===== config.mk =====
export PLATFORM = sky130hd
export DESIGN_NAME = crc_framed_response_receiver
export DESIGN_NICKNAME = d
export VERILOG_FILES = /design/src/design/crcfr_pkg.sv /design/src/design/crcfr_front.sv /design/src/design/crcfr_parser.sv /design/src/design/crcfr_out_q.sv /design/src/design/crc_framed_response_receiver.sv
export SDC_FILE = /design/constraint.sdc
export NUM_CORES = 1
export LEC_CHECK = 0
export BUFFER_PORTS_ARGS = -buffer_cell sky130_fd_sc_hd__buf_2
export CORE_MARGIN = 1.5
export CORE_UTILIZATION = 60
export CTS_CLUSTER_SIZE = 30
export DETAILED_ROUTE_END_ITERATION = 10
export MAX_ROUTING_LAYER = met4
export PLACE_DENSITY = 0.79
export SETUP_SLACK_MARGIN = 0.1
export SYNTH_ARGS = -nofsm -noshare
export SYNTH_HDL_FRONTEND = slang
export SYNTH_SLANG_ARGS = --single-unit

===== constraint.sdc =====
create_clock -name clk -period 24.8 [get_ports clk]
set_input_delay 1.24 -clock clk [delete_from_list [all_inputs] [get_ports clk]]
set_output_delay 1.24 -clock clk [all_outputs]
set_load 0.005 [all_outputs]

===== src/design/crcfr_pkg.sv =====
// ----------------------------------------------------------------------------
// crcfr_pkg
// Shared types, byte codes, result kinds and the CRC16 byte update.
// ----------------------------------------------------------------------------
`default_nettype none

package crcfr_pkg;

  localparam logic [7:0] SOH_BYTE = 8'h01;
  localparam logic [7:0] ACK_BYTE = 8'h06;

  localparam logic [2:0] KIND_ACK       = 3'd0;
  localparam logic [2:0] KIND_PAYLOAD   = 3'd1;
  localparam logic [2:0] KIND_RESP_DONE = 3'd2;
  localparam logic [2:0] KIND_EVT_DONE  = 3'd3;
  localparam logic [2:0] KIND_CRC_ERR   = 3'd4;
  localparam logic [2:0] KIND_LEN_ERR   = 3'd5;

  localparam logic [1:0] REG_CRC_POLY     = 2'd0;
  localparam logic [1:0] REG_EVT_ENTRY    = 2'd1;
  localparam logic [1:0] REG_EVT_FLOAT    = 2'd2;
  localparam logic [1:0] REG_EVT_STATUS   = 2'd3;

  // One classified input transaction as it sits in the front queue.
  typedef struct packed {
    logic       arm;
    logic       is_soh;
    logic       is_ack;
    logic [7:0] data;
  } item_t;

  typedef struct packed {
    logic [2:0]  kind;
    logic [7:0]  payload_byte;
    logic [14:0] command_word;
    logic [15:0] event_id;
    logic [31:0] status_word;
    logic [12:0] payload_count;
    logic [7:0]  control_byte;
    logic        send_ack;
  } res_t;

  // MSB-first CRC16 over one byte, eight shift steps.
  function automatic logic [15:0] crc16_step(input logic [15:0] crc,
                                             input logic [7:0]  b,
                                             input logic [15:0] poly);
    logic [15:0] r;
    r = crc ^ {b, 8'h00};
    for (int i = 0; i < 8; i++) begin
      if (r[15]) begin
        r = {r[14:0], 1'b0} ^ poly;
      end else begin
        r = {r[14:0], 1'b0};
      end
    end
    return r;
  endfunction

endpackage

`default_nettype wire


===== src/design/crcfr_front.sv =====
// ----------------------------------------------------------------------------
// crcfr_front
// Accepts input transactions, tags them and holds them in a two-entry queue.
// ----------------------------------------------------------------------------
`default_nettype none

module crcfr_front (
  input  wire                clk,
  input  wire                rst_n,
  input  wire                in_push,
  output logic               in_full,
  input  wire                in_kind,
  input  wire  [7:0]         in_rx_byte,
  output logic               q_valid,
  output crcfr_pkg::item_t   q_item,
  input  wire                q_pop
);

  crcfr_pkg::item_t slot_r [2];
  logic             wr_ptr_r, wr_ptr_nxt;
  logic             rd_ptr_r, rd_ptr_nxt;
  logic [1:0]       count_r, count_nxt;
  logic             do_push, do_pop;
  crcfr_pkg::item_t new_item;

  assign in_full = (count_r == 2'd2);
  assign q_valid = (count_r != 2'd0);
  assign q_item  = slot_r[rd_ptr_r];
  assign do_push = in_push && !in_full;
  assign do_pop  = q_pop && q_valid;

  always_comb begin
    new_item.arm    = in_kind;
    new_item.data   = in_rx_byte;
    new_item.is_soh = !in_kind && (in_rx_byte == crcfr_pkg::SOH_BYTE);
    new_item.is_ack = !in_kind && (in_rx_byte == crcfr_pkg::ACK_BYTE);
  end

  always_comb begin
    wr_ptr_nxt = do_push ? ~wr_ptr_r : wr_ptr_r;
    rd_ptr_nxt = do_pop ? ~rd_ptr_r : rd_ptr_r;
    count_nxt  = count_r + {1'b0, do_push} - {1'b0, do_pop};
  end

  always_ff @(posedge clk) begin
    if (!rst_n) begin
      wr_ptr_r <= 1'b0;
      rd_ptr_r <= 1'b0;
      count_r  <= 2'd0;
    end else begin
      wr_ptr_r <= wr_ptr_nxt;
      rd_ptr_r <= rd_ptr_nxt;
      count_r  <= count_nxt;
    end
  end

  always_ff @(posedge clk) begin
    if (do_push) begin
      slot_r[wr_ptr_r] <= new_item;
    end
  end

endmodule

`default_nettype wire


===== src/design/crcfr_parser.sv =====
// ----------------------------------------------------------------------------
// crcfr_parser
// Frame parser: walks SOH, CTL, length, data and CRC, and builds results.
// ----------------------------------------------------------------------------
`default_nettype none

module crcfr_parser #(
  parameter int MAX_FRAME = 4096
) (
  input  wire                clk,
  input  wire                rst_n,
  input  wire                cfg_we,
  input  wire  [1:0]         cfg_index,
  input  wire  [15:0]        cfg_data,
  input  wire                q_valid,
  input  crcfr_pkg::item_t   q_item,
  output logic               q_pop,
  input  wire                res_room,
  output logic               res_valid,
  output crcfr_pkg::res_t    res
);

  typedef enum logic [2:0] {
    PH_HUNT, PH_CTL, PH_LEN_HI, PH_LEN_LO, PH_DATA, PH_CRC_HI, PH_CRC_LO
  } phase_t;

  phase_t      phase_r, phase_nxt;
  logic        await_r, await_nxt;
  logic [15:0] idx_r, idx_nxt;
  logic [15:0] len_r, len_nxt;
  logic [15:0] crc_r, crc_nxt;
  logic [7:0]  crc_hi_r, crc_hi_nxt;
  logic [15:0] cmd_r, cmd_nxt;
  logic        evt_r, evt_nxt;
  logic [31:0] status_r, status_nxt;
  logic [7:0]  ctl_r, ctl_nxt;
  logic [12:0] pcnt_r, pcnt_nxt;

  logic [15:0] poly_r;
  logic [14:0] ev_entry_r, ev_float_r, ev_status_r;

  logic        advance;
  logic [7:0]  b;
  logic [15:0] crc_upd;
  logic [15:0] idx_inc;
  logic [16:0] len_len_lo;

  function automatic logic is_event(input logic [15:0] c, input logic [14:0] e0,
                                    input logic [14:0] e1, input logic [14:0] e2);
    return (c[14:0] == e0) || (c[14:0] == e1) || (c[14:0] == e2);
  endfunction

  assign advance    = q_valid && res_room;
  assign q_pop      = advance;
  assign b          = q_item.data;
  assign crc_upd    = crcfr_pkg::crc16_step(crc_r, b, poly_r);
  assign idx_inc    = idx_r + 16'd1;
  assign len_len_lo = {1'b0, len_r[15:8], b} + 17'd6;

  always_comb begin
    phase_nxt  = phase_r;
    await_nxt  = await_r;
    idx_nxt    = idx_r;
    len_nxt    = len_r;
    crc_nxt    = crc_r;
    crc_hi_nxt = crc_hi_r;
    cmd_nxt    = cmd_r;
    evt_nxt    = evt_r;
    status_nxt = status_r;
    ctl_nxt    = ctl_r;
    pcnt_nxt   = pcnt_r;
    res_valid  = 1'b0;
    res        = '0;

    if (advance) begin
      if (q_item.arm) begin
        // A sent command only arms the ACK wait; any frame in progress goes on.
        await_nxt = 1'b1;
      end else begin
        case (phase_r)
          PH_HUNT: begin
            if (q_item.is_soh) begin
              phase_nxt  = PH_CTL;
              crc_nxt    = '0;
              idx_nxt    = '0;
              len_nxt    = '0;
              cmd_nxt    = '0;
              status_nxt = '0;
              pcnt_nxt   = '0;
              evt_nxt    = 1'b0;
            end else if (await_r && q_item.is_ack) begin
              await_nxt = 1'b0;
              res_valid = 1'b1;
              res.kind  = crcfr_pkg::KIND_ACK;
            end
          end
          PH_CTL: begin
            ctl_nxt   = b;
            crc_nxt   = crc_upd;
            phase_nxt = PH_LEN_HI;
          end
          PH_LEN_HI: begin
            len_nxt   = {b, 8'h00};
            crc_nxt   = crc_upd;
            phase_nxt = PH_LEN_LO;
          end
          PH_LEN_LO: begin
            len_nxt = {len_r[15:8], b};
            crc_nxt = crc_upd;
            if (len_len_lo > 17'(MAX_FRAME)) begin
              phase_nxt        = PH_HUNT;
              res_valid        = 1'b1;
              res.kind         = crcfr_pkg::KIND_LEN_ERR;
              res.control_byte = ctl_r;
            end else begin
              evt_nxt   = is_event(cmd_r, ev_entry_r, ev_float_r, ev_status_r);
              idx_nxt   = '0;
              phase_nxt = ({len_r[15:8], b} == 16'd0) ? PH_CRC_HI : PH_DATA;
            end
          end
          PH_DATA: begin
            crc_nxt = crc_upd;
            idx_nxt = idx_inc;
            if (idx_inc >= len_r) begin
              phase_nxt = PH_CRC_HI;
            end
            if (idx_r == 16'd0) begin
              cmd_nxt = {b, 8'h00};
              evt_nxt = is_event({b, 8'h00}, ev_entry_r, ev_float_r, ev_status_r);
            end else if (idx_r == 16'd1) begin
              cmd_nxt = {cmd_r[15:8], b};
              evt_nxt = is_event({cmd_r[15:8], b}, ev_entry_r, ev_float_r, ev_status_r);
            end else if (!evt_r && (idx_r < 16'd8)) begin
              // Response header: offsets 4 to 7 carry the big-endian status.
              if (idx_r >= 16'd4) begin
                status_nxt = {status_r[23:0], b};
              end
            end else begin
              pcnt_nxt          = pcnt_r + 13'd1;
              res_valid         = 1'b1;
              res.kind          = crcfr_pkg::KIND_PAYLOAD;
              res.payload_byte  = b;
              res.payload_count = pcnt_r + 13'd1;
            end
          end
          PH_CRC_HI: begin
            crc_hi_nxt = b;
            phase_nxt  = PH_CRC_LO;
          end
          PH_CRC_LO: begin
            phase_nxt         = PH_HUNT;
            res_valid         = 1'b1;
            res.command_word  = cmd_r[14:0];
            res.payload_count = pcnt_r;
            res.control_byte  = ctl_r;
            if ({crc_hi_r, b} != crc_r) begin
              res.kind = crcfr_pkg::KIND_CRC_ERR;
            end else if (evt_r) begin
              res.kind     = crcfr_pkg::KIND_EVT_DONE;
              res.event_id = cmd_r;
              res.send_ack = 1'b1;
            end else begin
              res.kind        = crcfr_pkg::KIND_RESP_DONE;
              res.status_word = status_r;
              res.send_ack    = 1'b1;
            end
          end
          default: begin
            phase_nxt = PH_HUNT;
          end
        endcase
      end
    end
  end

  always_ff @(posedge clk) begin
    if (!rst_n) begin
      phase_r  <= PH_HUNT;
      await_r  <= 1'b0;
      idx_r    <= '0;
      len_r    <= '0;
      crc_r    <= '0;
      crc_hi_r <= '0;
      cmd_r    <= '0;
      evt_r    <= 1'b0;
      status_r <= '0;
      ctl_r    <= '0;
      pcnt_r   <= '0;
    end else begin
      phase_r  <= phase_nxt;
      await_r  <= await_nxt;
      idx_r    <= idx_nxt;
      len_r    <= len_nxt;
      crc_r    <= crc_nxt;
      crc_hi_r <= crc_hi_nxt;
      cmd_r    <= cmd_nxt;
      evt_r    <= evt_nxt;
      status_r <= status_nxt;
      ctl_r    <= ctl_nxt;
      pcnt_r   <= pcnt_nxt;
    end
  end

  always_ff @(posedge clk) begin
    if (!rst_n) begin
      poly_r      <= 16'h1021;
      ev_entry_r  <= '0;
      ev_float_r  <= '0;
      ev_status_r <= '0;
    end else if (cfg_we) begin
      case (cfg_index)
        crcfr_pkg::REG_CRC_POLY:   poly_r      <= cfg_data;
        crcfr_pkg::REG_EVT_ENTRY:  ev_entry_r  <= cfg_data[14:0];
        crcfr_pkg::REG_EVT_FLOAT:  ev_float_r  <= cfg_data[14:0];
        crcfr_pkg::REG_EVT_STATUS: ev_status_r <= cfg_data[14:0];
        default: begin
        end
      endcase
    end
  end

endmodule

`default_nettype wire


===== src/design/crcfr_out_q.sv =====
// ----------------------------------------------------------------------------
// crcfr_out_q
// Two-entry result queue that shows the oldest result to the consumer.
// ----------------------------------------------------------------------------
`default_nettype none

module crcfr_out_q (
  input  wire               clk,
  input  wire               rst_n,
  input  wire               wr_en,
  input  crcfr_pkg::res_t   wr_res,
  output logic              room,
  output logic              out_empty,
  input  wire               out_pop,
  output crcfr_pkg::res_t   rd_res
);

  crcfr_pkg::res_t slot_r [2];
  logic            wr_ptr_r, wr_ptr_nxt;
  logic            rd_ptr_r, rd_ptr_nxt;
  logic [1:0]      count_r, count_nxt;
  logic            do_pop;

  assign out_empty = (count_r == 2'd0);
  assign do_pop    = out_pop && !out_empty;
  // A full queue still takes a result in the cycle its head leaves.
  assign room      = (count_r != 2'd2) || out_pop;
  assign rd_res    = slot_r[rd_ptr_r];

  always_comb begin
    wr_ptr_nxt = wr_en ? ~wr_ptr_r : wr_ptr_r;
    rd_ptr_nxt = do_pop ? ~rd_ptr_r : rd_ptr_r;
    count_nxt  = count_r + {1'b0, wr_en} - {1'b0, do_pop};
  end

  always_ff @(posedge clk) begin
    if (!rst_n) begin
      wr_ptr_r <= 1'b0;
      rd_ptr_r <= 1'b0;
      count_r  <= 2'd0;
    end else begin
      wr_ptr_r <= wr_ptr_nxt;
      rd_ptr_r <= rd_ptr_nxt;
      count_r  <= count_nxt;
    end
  end

  always_ff @(posedge clk) begin
    if (wr_en) begin
      slot_r[wr_ptr_r] <= wr_res;
    end
  end

endmodule

`default_nettype wire


===== src/design/crc_framed_response_receiver.sv =====
// An input and its result are registered in the front and the result queue in turn.
// Throughput: one input transaction or byte per cycle while the result queue has room.
// The byte CRC update is a combinational eight-step unit inside the parser.
// Synchronous active-low reset empties both queues, restores the hunt state and
// loads the register reset values; the block accepts input in the next cycle.
// ----------------------------------------------------------------------------
// crc_framed_response_receiver
// Deframes SOH/CTL/length/data/CRC16 frames and reports ACKs and frame results.
// ----------------------------------------------------------------------------
`default_nettype none

module crc_framed_response_receiver #(
  parameter int MAX_FRAME = 4096
) (
  input  wire         clk,
  input  wire         rst_n,
  input  wire         cfg_we,
  input  wire  [1:0]  cfg_index,
  input  wire  [15:0] cfg_data,
  input  wire         in_push,
  output logic        in_full,
  input  wire         in_kind,
  input  wire  [7:0]  in_rx_byte,
  output logic        out_empty,
  input  wire         out_pop,
  output logic [2:0]  out_kind,
  output logic [7:0]  out_payload_byte,
  output logic [14:0] out_command_word,
  output logic [15:0] out_event_id,
  output logic [31:0] out_status_word,
  output logic [12:0] out_payload_count,
  output logic [7:0]  out_control_byte,
  output logic        out_send_ack
);

  logic             q_valid;
  logic             q_pop;
  crcfr_pkg::item_t q_item;
  logic             res_room;
  logic             res_valid;
  crcfr_pkg::res_t  res;
  crcfr_pkg::res_t  head;

  crcfr_front u_front (
    .clk        (clk),
    .rst_n      (rst_n),
    .in_push    (in_push),
    .in_full    (in_full),
    .in_kind    (in_kind),
    .in_rx_byte (in_rx_byte),
    .q_valid    (q_valid),
    .q_item     (q_item),
    .q_pop      (q_pop)
  );

  crcfr_parser #(
    .MAX_FRAME (MAX_FRAME)
  ) u_parser (
    .clk       (clk),
    .rst_n     (rst_n),
    .cfg_we    (cfg_we),
    .cfg_index (cfg_index),
    .cfg_data  (cfg_data),
    .q_valid   (q_valid),
    .q_item    (q_item),
    .q_pop     (q_pop),
    .res_room  (res_room),
    .res_valid (res_valid),
    .res       (res)
  );

  crcfr_out_q u_out_q (
    .clk       (clk),
    .rst_n     (rst_n),
    .wr_en     (res_valid),
    .wr_res    (res),
    .room      (res_room),
    .out_empty (out_empty),
    .out_pop   (out_pop),
    .rd_res    (head)
  );

  assign out_kind          = head.kind;
  assign out_payload_byte  = head.payload_byte;
  assign out_command_word  = head.command_word;
  assign out_event_id      = head.event_id;
  assign out_status_word   = head.status_word;
  assign out_payload_count = head.payload_count;
  assign out_control_byte  = head.control_byte;
  assign out_send_ack      = head.send_ack;

endmodule

`default_nettype wire


After elaboration in Yosys (flattened, before gate mapping) --
Memories as Yosys holds them, arrays and structs flattened. A register that Yosys moved wholly into a read port is not among the register bits. Cells that the tools add are included.
Operators by class: bitwise gates (word level) 15, reductions and logical operators 50, $lt $le $gt $ge 4, eq/ne operators 35, add/sub/neg operators 7, mux-type cells 80
Operators with widths (count):
- $mux 16 | 12
- $mux 32 | 6
- $mux 96 | 2
- $xor 16x16->16 | 9
- $eq 15x15->1 | 9
- $pmux 16 s3 | 2
- $mux 13 | 7
- $pmux 16 s2 | 2
- $pmux 32 s2 | 1
- $mux 63 | 1
- $pmux 13 s2 | 2
- $mux 48 | 1
- $logic_not 16->1 | 2
- $mux 1 | 28
- $mux 8 | 3
- $mux 11 | 2
- $reduce_and 5->1 | 4
- $pmux 3 s6 | 1
- $add 16x3->17 const B | 1
- $gt 17x13->1 const B | 1
- $add 16x1->16 const B | 1
- $eq 16x1->1 const B | 1
- $ge 16x16->1 | 1
- $ge 16x3->1 const B | 1
- other kinds (36) | 91
Word-level totals: bits in writable memories 214, bits in registers 199, logic and storage cells 216, output and inout port bits 98, input port bits 32, memories kept 2
Memory list:
- u_out_q.slot_r | words 2, bits a word 96, rd ports 1, clocked after memory_dff 1, write ports 1, RTL line crcfr_out_q.sv:18 | crcfr_pkg::res_t slot_r [2];
- u_front.slot_r | words 2, bits a word 11, rd ports 1, clocked after memory_dff 1, write ports 1, RTL line crcfr_front.sv:19 | crcfr_pkg::item_t slot_r [2];

Logic depth before layout (Yosys ltp) --
depth after elaboration 18, mapped depth 21, mapped depth without buffers 19

Modules after synthesis --
Synthesis repeated with hierarchy kept, for this count alone.
Unflattened totals: cell total of the unflattened synthesis 2058, area, all modules 21126.5 um^2
Modules (own cells, without submodules):
- crcfr_parser | cells each 1668, instances 1, area an instance 12692.2 um^2
- crcfr_out_q | cells each 323, instances 1, area an instance 7370.8 um^2
- crcfr_front | cells each 67, instances 1, area an instance 1063.5 um^2

Worst setup path before layout --
OpenSTA, ideal clock, no wires.
kind register to register, from register (tool-made name), to memory u_out_q.slot_r[0][0] in the netlist's numbering, enable pin, data arrival time 7.375 ns, path slack 16.873 ns, clock period less this slack 7.927 ns, stages on the path, launching flop included 17, data required time 24.249 ns, setup time 0.551 ns, cell sequence dfxtp_1 > buf_6 > buf_1 > mux2i_1 > clkbuf_1 > ha_1 > and3b_1 > o221ai_1 > a21oi_1 > a31oi_1 > nor2_1 > nor3b_1 > or2_2 > a221oi_1 > nor2_1 > inv_1 > nor2_1
RTL lines (RTL line):
- end, declared | crcfr_out_q.sv:18

==> metrics.txt <==
synthesis-to-layout area growth=11.1%; LEAKAGE=8.39 nW; Slew headroom=0.195; DP Wirelength=32.6 mm; final antenna-violating net count=0; worst reg2reg endpoint=u_parser.crc_r[6]; Starting DRT DRC Count=1356; Final setup violation count=0; CP required=25210 ps; Max Cap Viol=0; CTS buffer count=42; Sink Count=415; Hold Path Origin=u_parser.status_r[29]; H-tree levels=2; CTS Buffer Depth=3; reg2reg path depth=15; CTS tree=yes; Mapped Cells=2077; initial antenna violation count=0; Post-synth EDFFs=214; WL/cell=19.0 um; syn nets=2134; Die ar.=36100 um2; RSZ-0062 raised after global routing=false; row cnt=68; FF+latch count, synth=415; maximum fanout along the worst path=18; async set-reset flop share out of synthesis=0; Pre-antenna DRT Iters=5; ratio of cells with drive above 1 in the final layout=0.156; postcts setup bufs=0; post-cts hold buffer count=0; critical path's largest stage delay=990 ps; Worst Setup Path Type=reg -> reg; vias per cell=5.92; # port buffers=129; worst-margin pin slew=1200 ps; num ports=130; fin crit share=0.278; routed vias=15442; Die H=190 um; pin count of the biggest net entering global routing=104; clock slew at reported path FFs=60 ps; CP cell instances=mux2i_4, xnor2_1, buf_4, a211oi_1, a31oi_1, nand2_1, nor4_1, nor3_2, xor2_1, mux2i_1, or2_2, o211ai_1, a21boi_0, xnor3_1, o21ai_1; Slowest-stage cell, CP=dfxtp_1; PostCTS Resize Cnt=0; Most used DFF post-synth=edfxtp_1; Clock Skew=16.2 ps; Peak VDD IR=0.0000585 V; clk_lat worst skew=540 ps; final wirelength=49.7 mm; Total GRT Usage=0.282; max-slew violation count=0; Root Buffer=clkbuf_16; Worst EP arrival=7310 ps; post-synthesis sequential area ratio=0.498; FMAX=0.145 GHz; Syn Std Cell Area=21000 um2; vias in the first global route=14780; hold depth=2; first-pass GRT wire length=78.6 mm; chip width=190 um; run status=complete, no violations; Distinct cells, synth=63; Starting Density=0.608; minimum clock period=6900 ps; Placer Congestion=0.938; Mean Syn Cell Area=10.1 um2; final hold violations=0; Overflow after GRT=0; total power=1.98 mW; Inserted Diodes=0; NumNets Final=2181; P per Cell Area=85.1 nW/um2; startpoint types=flip-flop; Syn. warnings=0; DRC errors left=0; Setup TNS=0 ps; critical path capture point type=flip-flop; flop-to-flop setup slack=17900 ps; CORE AREA=34500 um2; HP Class=reg -> reg; Hold Path End=u_parser.status_r[29]
[layout make-up]
class / count / area [um2]
sequential: 415 / 10500
inverter: 26 / 97.6
fill: 2619 / 11200
clock inverter: 21 / 290
clock buffer: 54 / 1170
multi-input combinational: 1489 / 9900
timing repair buffer: 150 / 806
tap: 455 / 569
[Yosys cell counts, types with 13 or more instances]
cell type  instances  area [um2]
nand2_1          340        1280
nor2b_1           55         344
nor4_1            33         206
edfxtp_1         214        6430
nor3_1            44         220
nand3_1           54         270
and3_1            40         250
dfxtp_1          201        4020
nand4_1           17         106
o21ai_0           67         335
o21ai_1           16        80.1
xor2_1            80         701
a21oi_1           57         285
xnor3_1           15         338
inv_1             26        97.6
o211a_1           17         170
a21boi_0         101         758
ha_1              25         313
a22oi_1           13        97.6
xnor2_1          139        1220
a21o_1            14         105
mux2_2            97        1090
nor2_1            80         300
mux2i_1           14         140
and2_1            91         569
clkbuf_1         138         518
[state kept, by name, summed over array words and instances (netlist names), 13 cells and up, named ones only]
| signal | cells |
|---|---|
| u_parser.len_r | 16 |
| u_parser.pcnt_r | 13 |
| u_front.slot_r | 22 |
| u_parser.idx_r | 16 |
| u_parser.status_r | 32 |
| u_parser.crc_r | 16 |
| u_parser.cmd_r | 16 |
| u_parser.ev_float_r | 15 |
| u_parser.ev_status_r | 15 |
| u_out_q.slot_r | 192 |
| u_parser.poly_r | 16 |
| u_parser.ev_entry_r | 15 |
[worst max path at each step]
stage,slack [ps],to
floorplan,16870,u_out_q.slot_r[0][0]
global placement,18140,u_parser.crc_r[3]
CTS,17930,u_parser.crc_r[6]
detailed placement,17980,u_parser.crc_r[6]
global route,17240,u_parser.crc_r[5]
finish,17900,u_parser.crc_r[6]
[layer usage]
| metal | global-route usage | vias up | share of wire |
|---|---|---|---|
| met3 | 0.0343 | 86 | 0.060 |
| li1 | - | 7271 | - |
| met2 | 0.462 | 554 | 0.48 |
| met5 | - | - | 0 |
| met1 | 0.371 | 7531 | 0.44 |
| met4 | 0.0754 | 0 | 0.022 |
[critical path: cells and delay by family (launching register included)]
family / cells / cell delay [ps]
mux: 2 / 1090
buf+inv: 1 / 260
simple gates: 4 / 1300
flops: 1 / 990
compound gates: 5 / 1540
xor+xnor: 3 / 1580
[where the power goes]
group	leakage [nW]	internal, mW	total [mW]	switching (mW)
combinational	4.22	0.248	0.544	0.296
clock	0.712	0.406	0.666	0.260
sequential	3.46	0.740	0.771	0.0311
[cell usage in the layout (no fill, tap or decap), types with 57 or more instances in the layout]
cell type and count:
xnor2_1 139, o21ai_0 66, and2_1 90, nand2_1 340, dfxtp_1 200, mux2_2 97
edfxtp_1 214, buf_2 128, xor2_1 80, a21oi_1 57, a21boi_0 101, nor2_1 79
[stage by stage]
stage                     utilization  instances  hold WS [ps]  setup WS (ps)  area [um2]
after floorplan                     -       2077           436          16870       21000
after global placement          0.633       2535           449          18140       21800
after detailed placement        0.633       2535           458          17980       21800
after CTS                       0.676       2610           465          17930       23300
after global routing            0.676       2610           506          17240       23300
final                           0.676       2610           462          17900       23300
[logic make-up (layout without fill, tap and decap cells)]
kind of cell,count (synthesis),after routing,share of synthesized area
multiplexers,114,114,0.0620
flip-flops,415,415,0.498
AND/OR/NAND/NOR,792,792,0.183
AO/OA/AOI/OAI,323,323,0.102
adder cells (fa/ha/maj),25,25,0.0149
buffers and inverters,173,251,0.0314
XOR/XNOR,235,235,0.109
(Power assumes the default switching activity.)
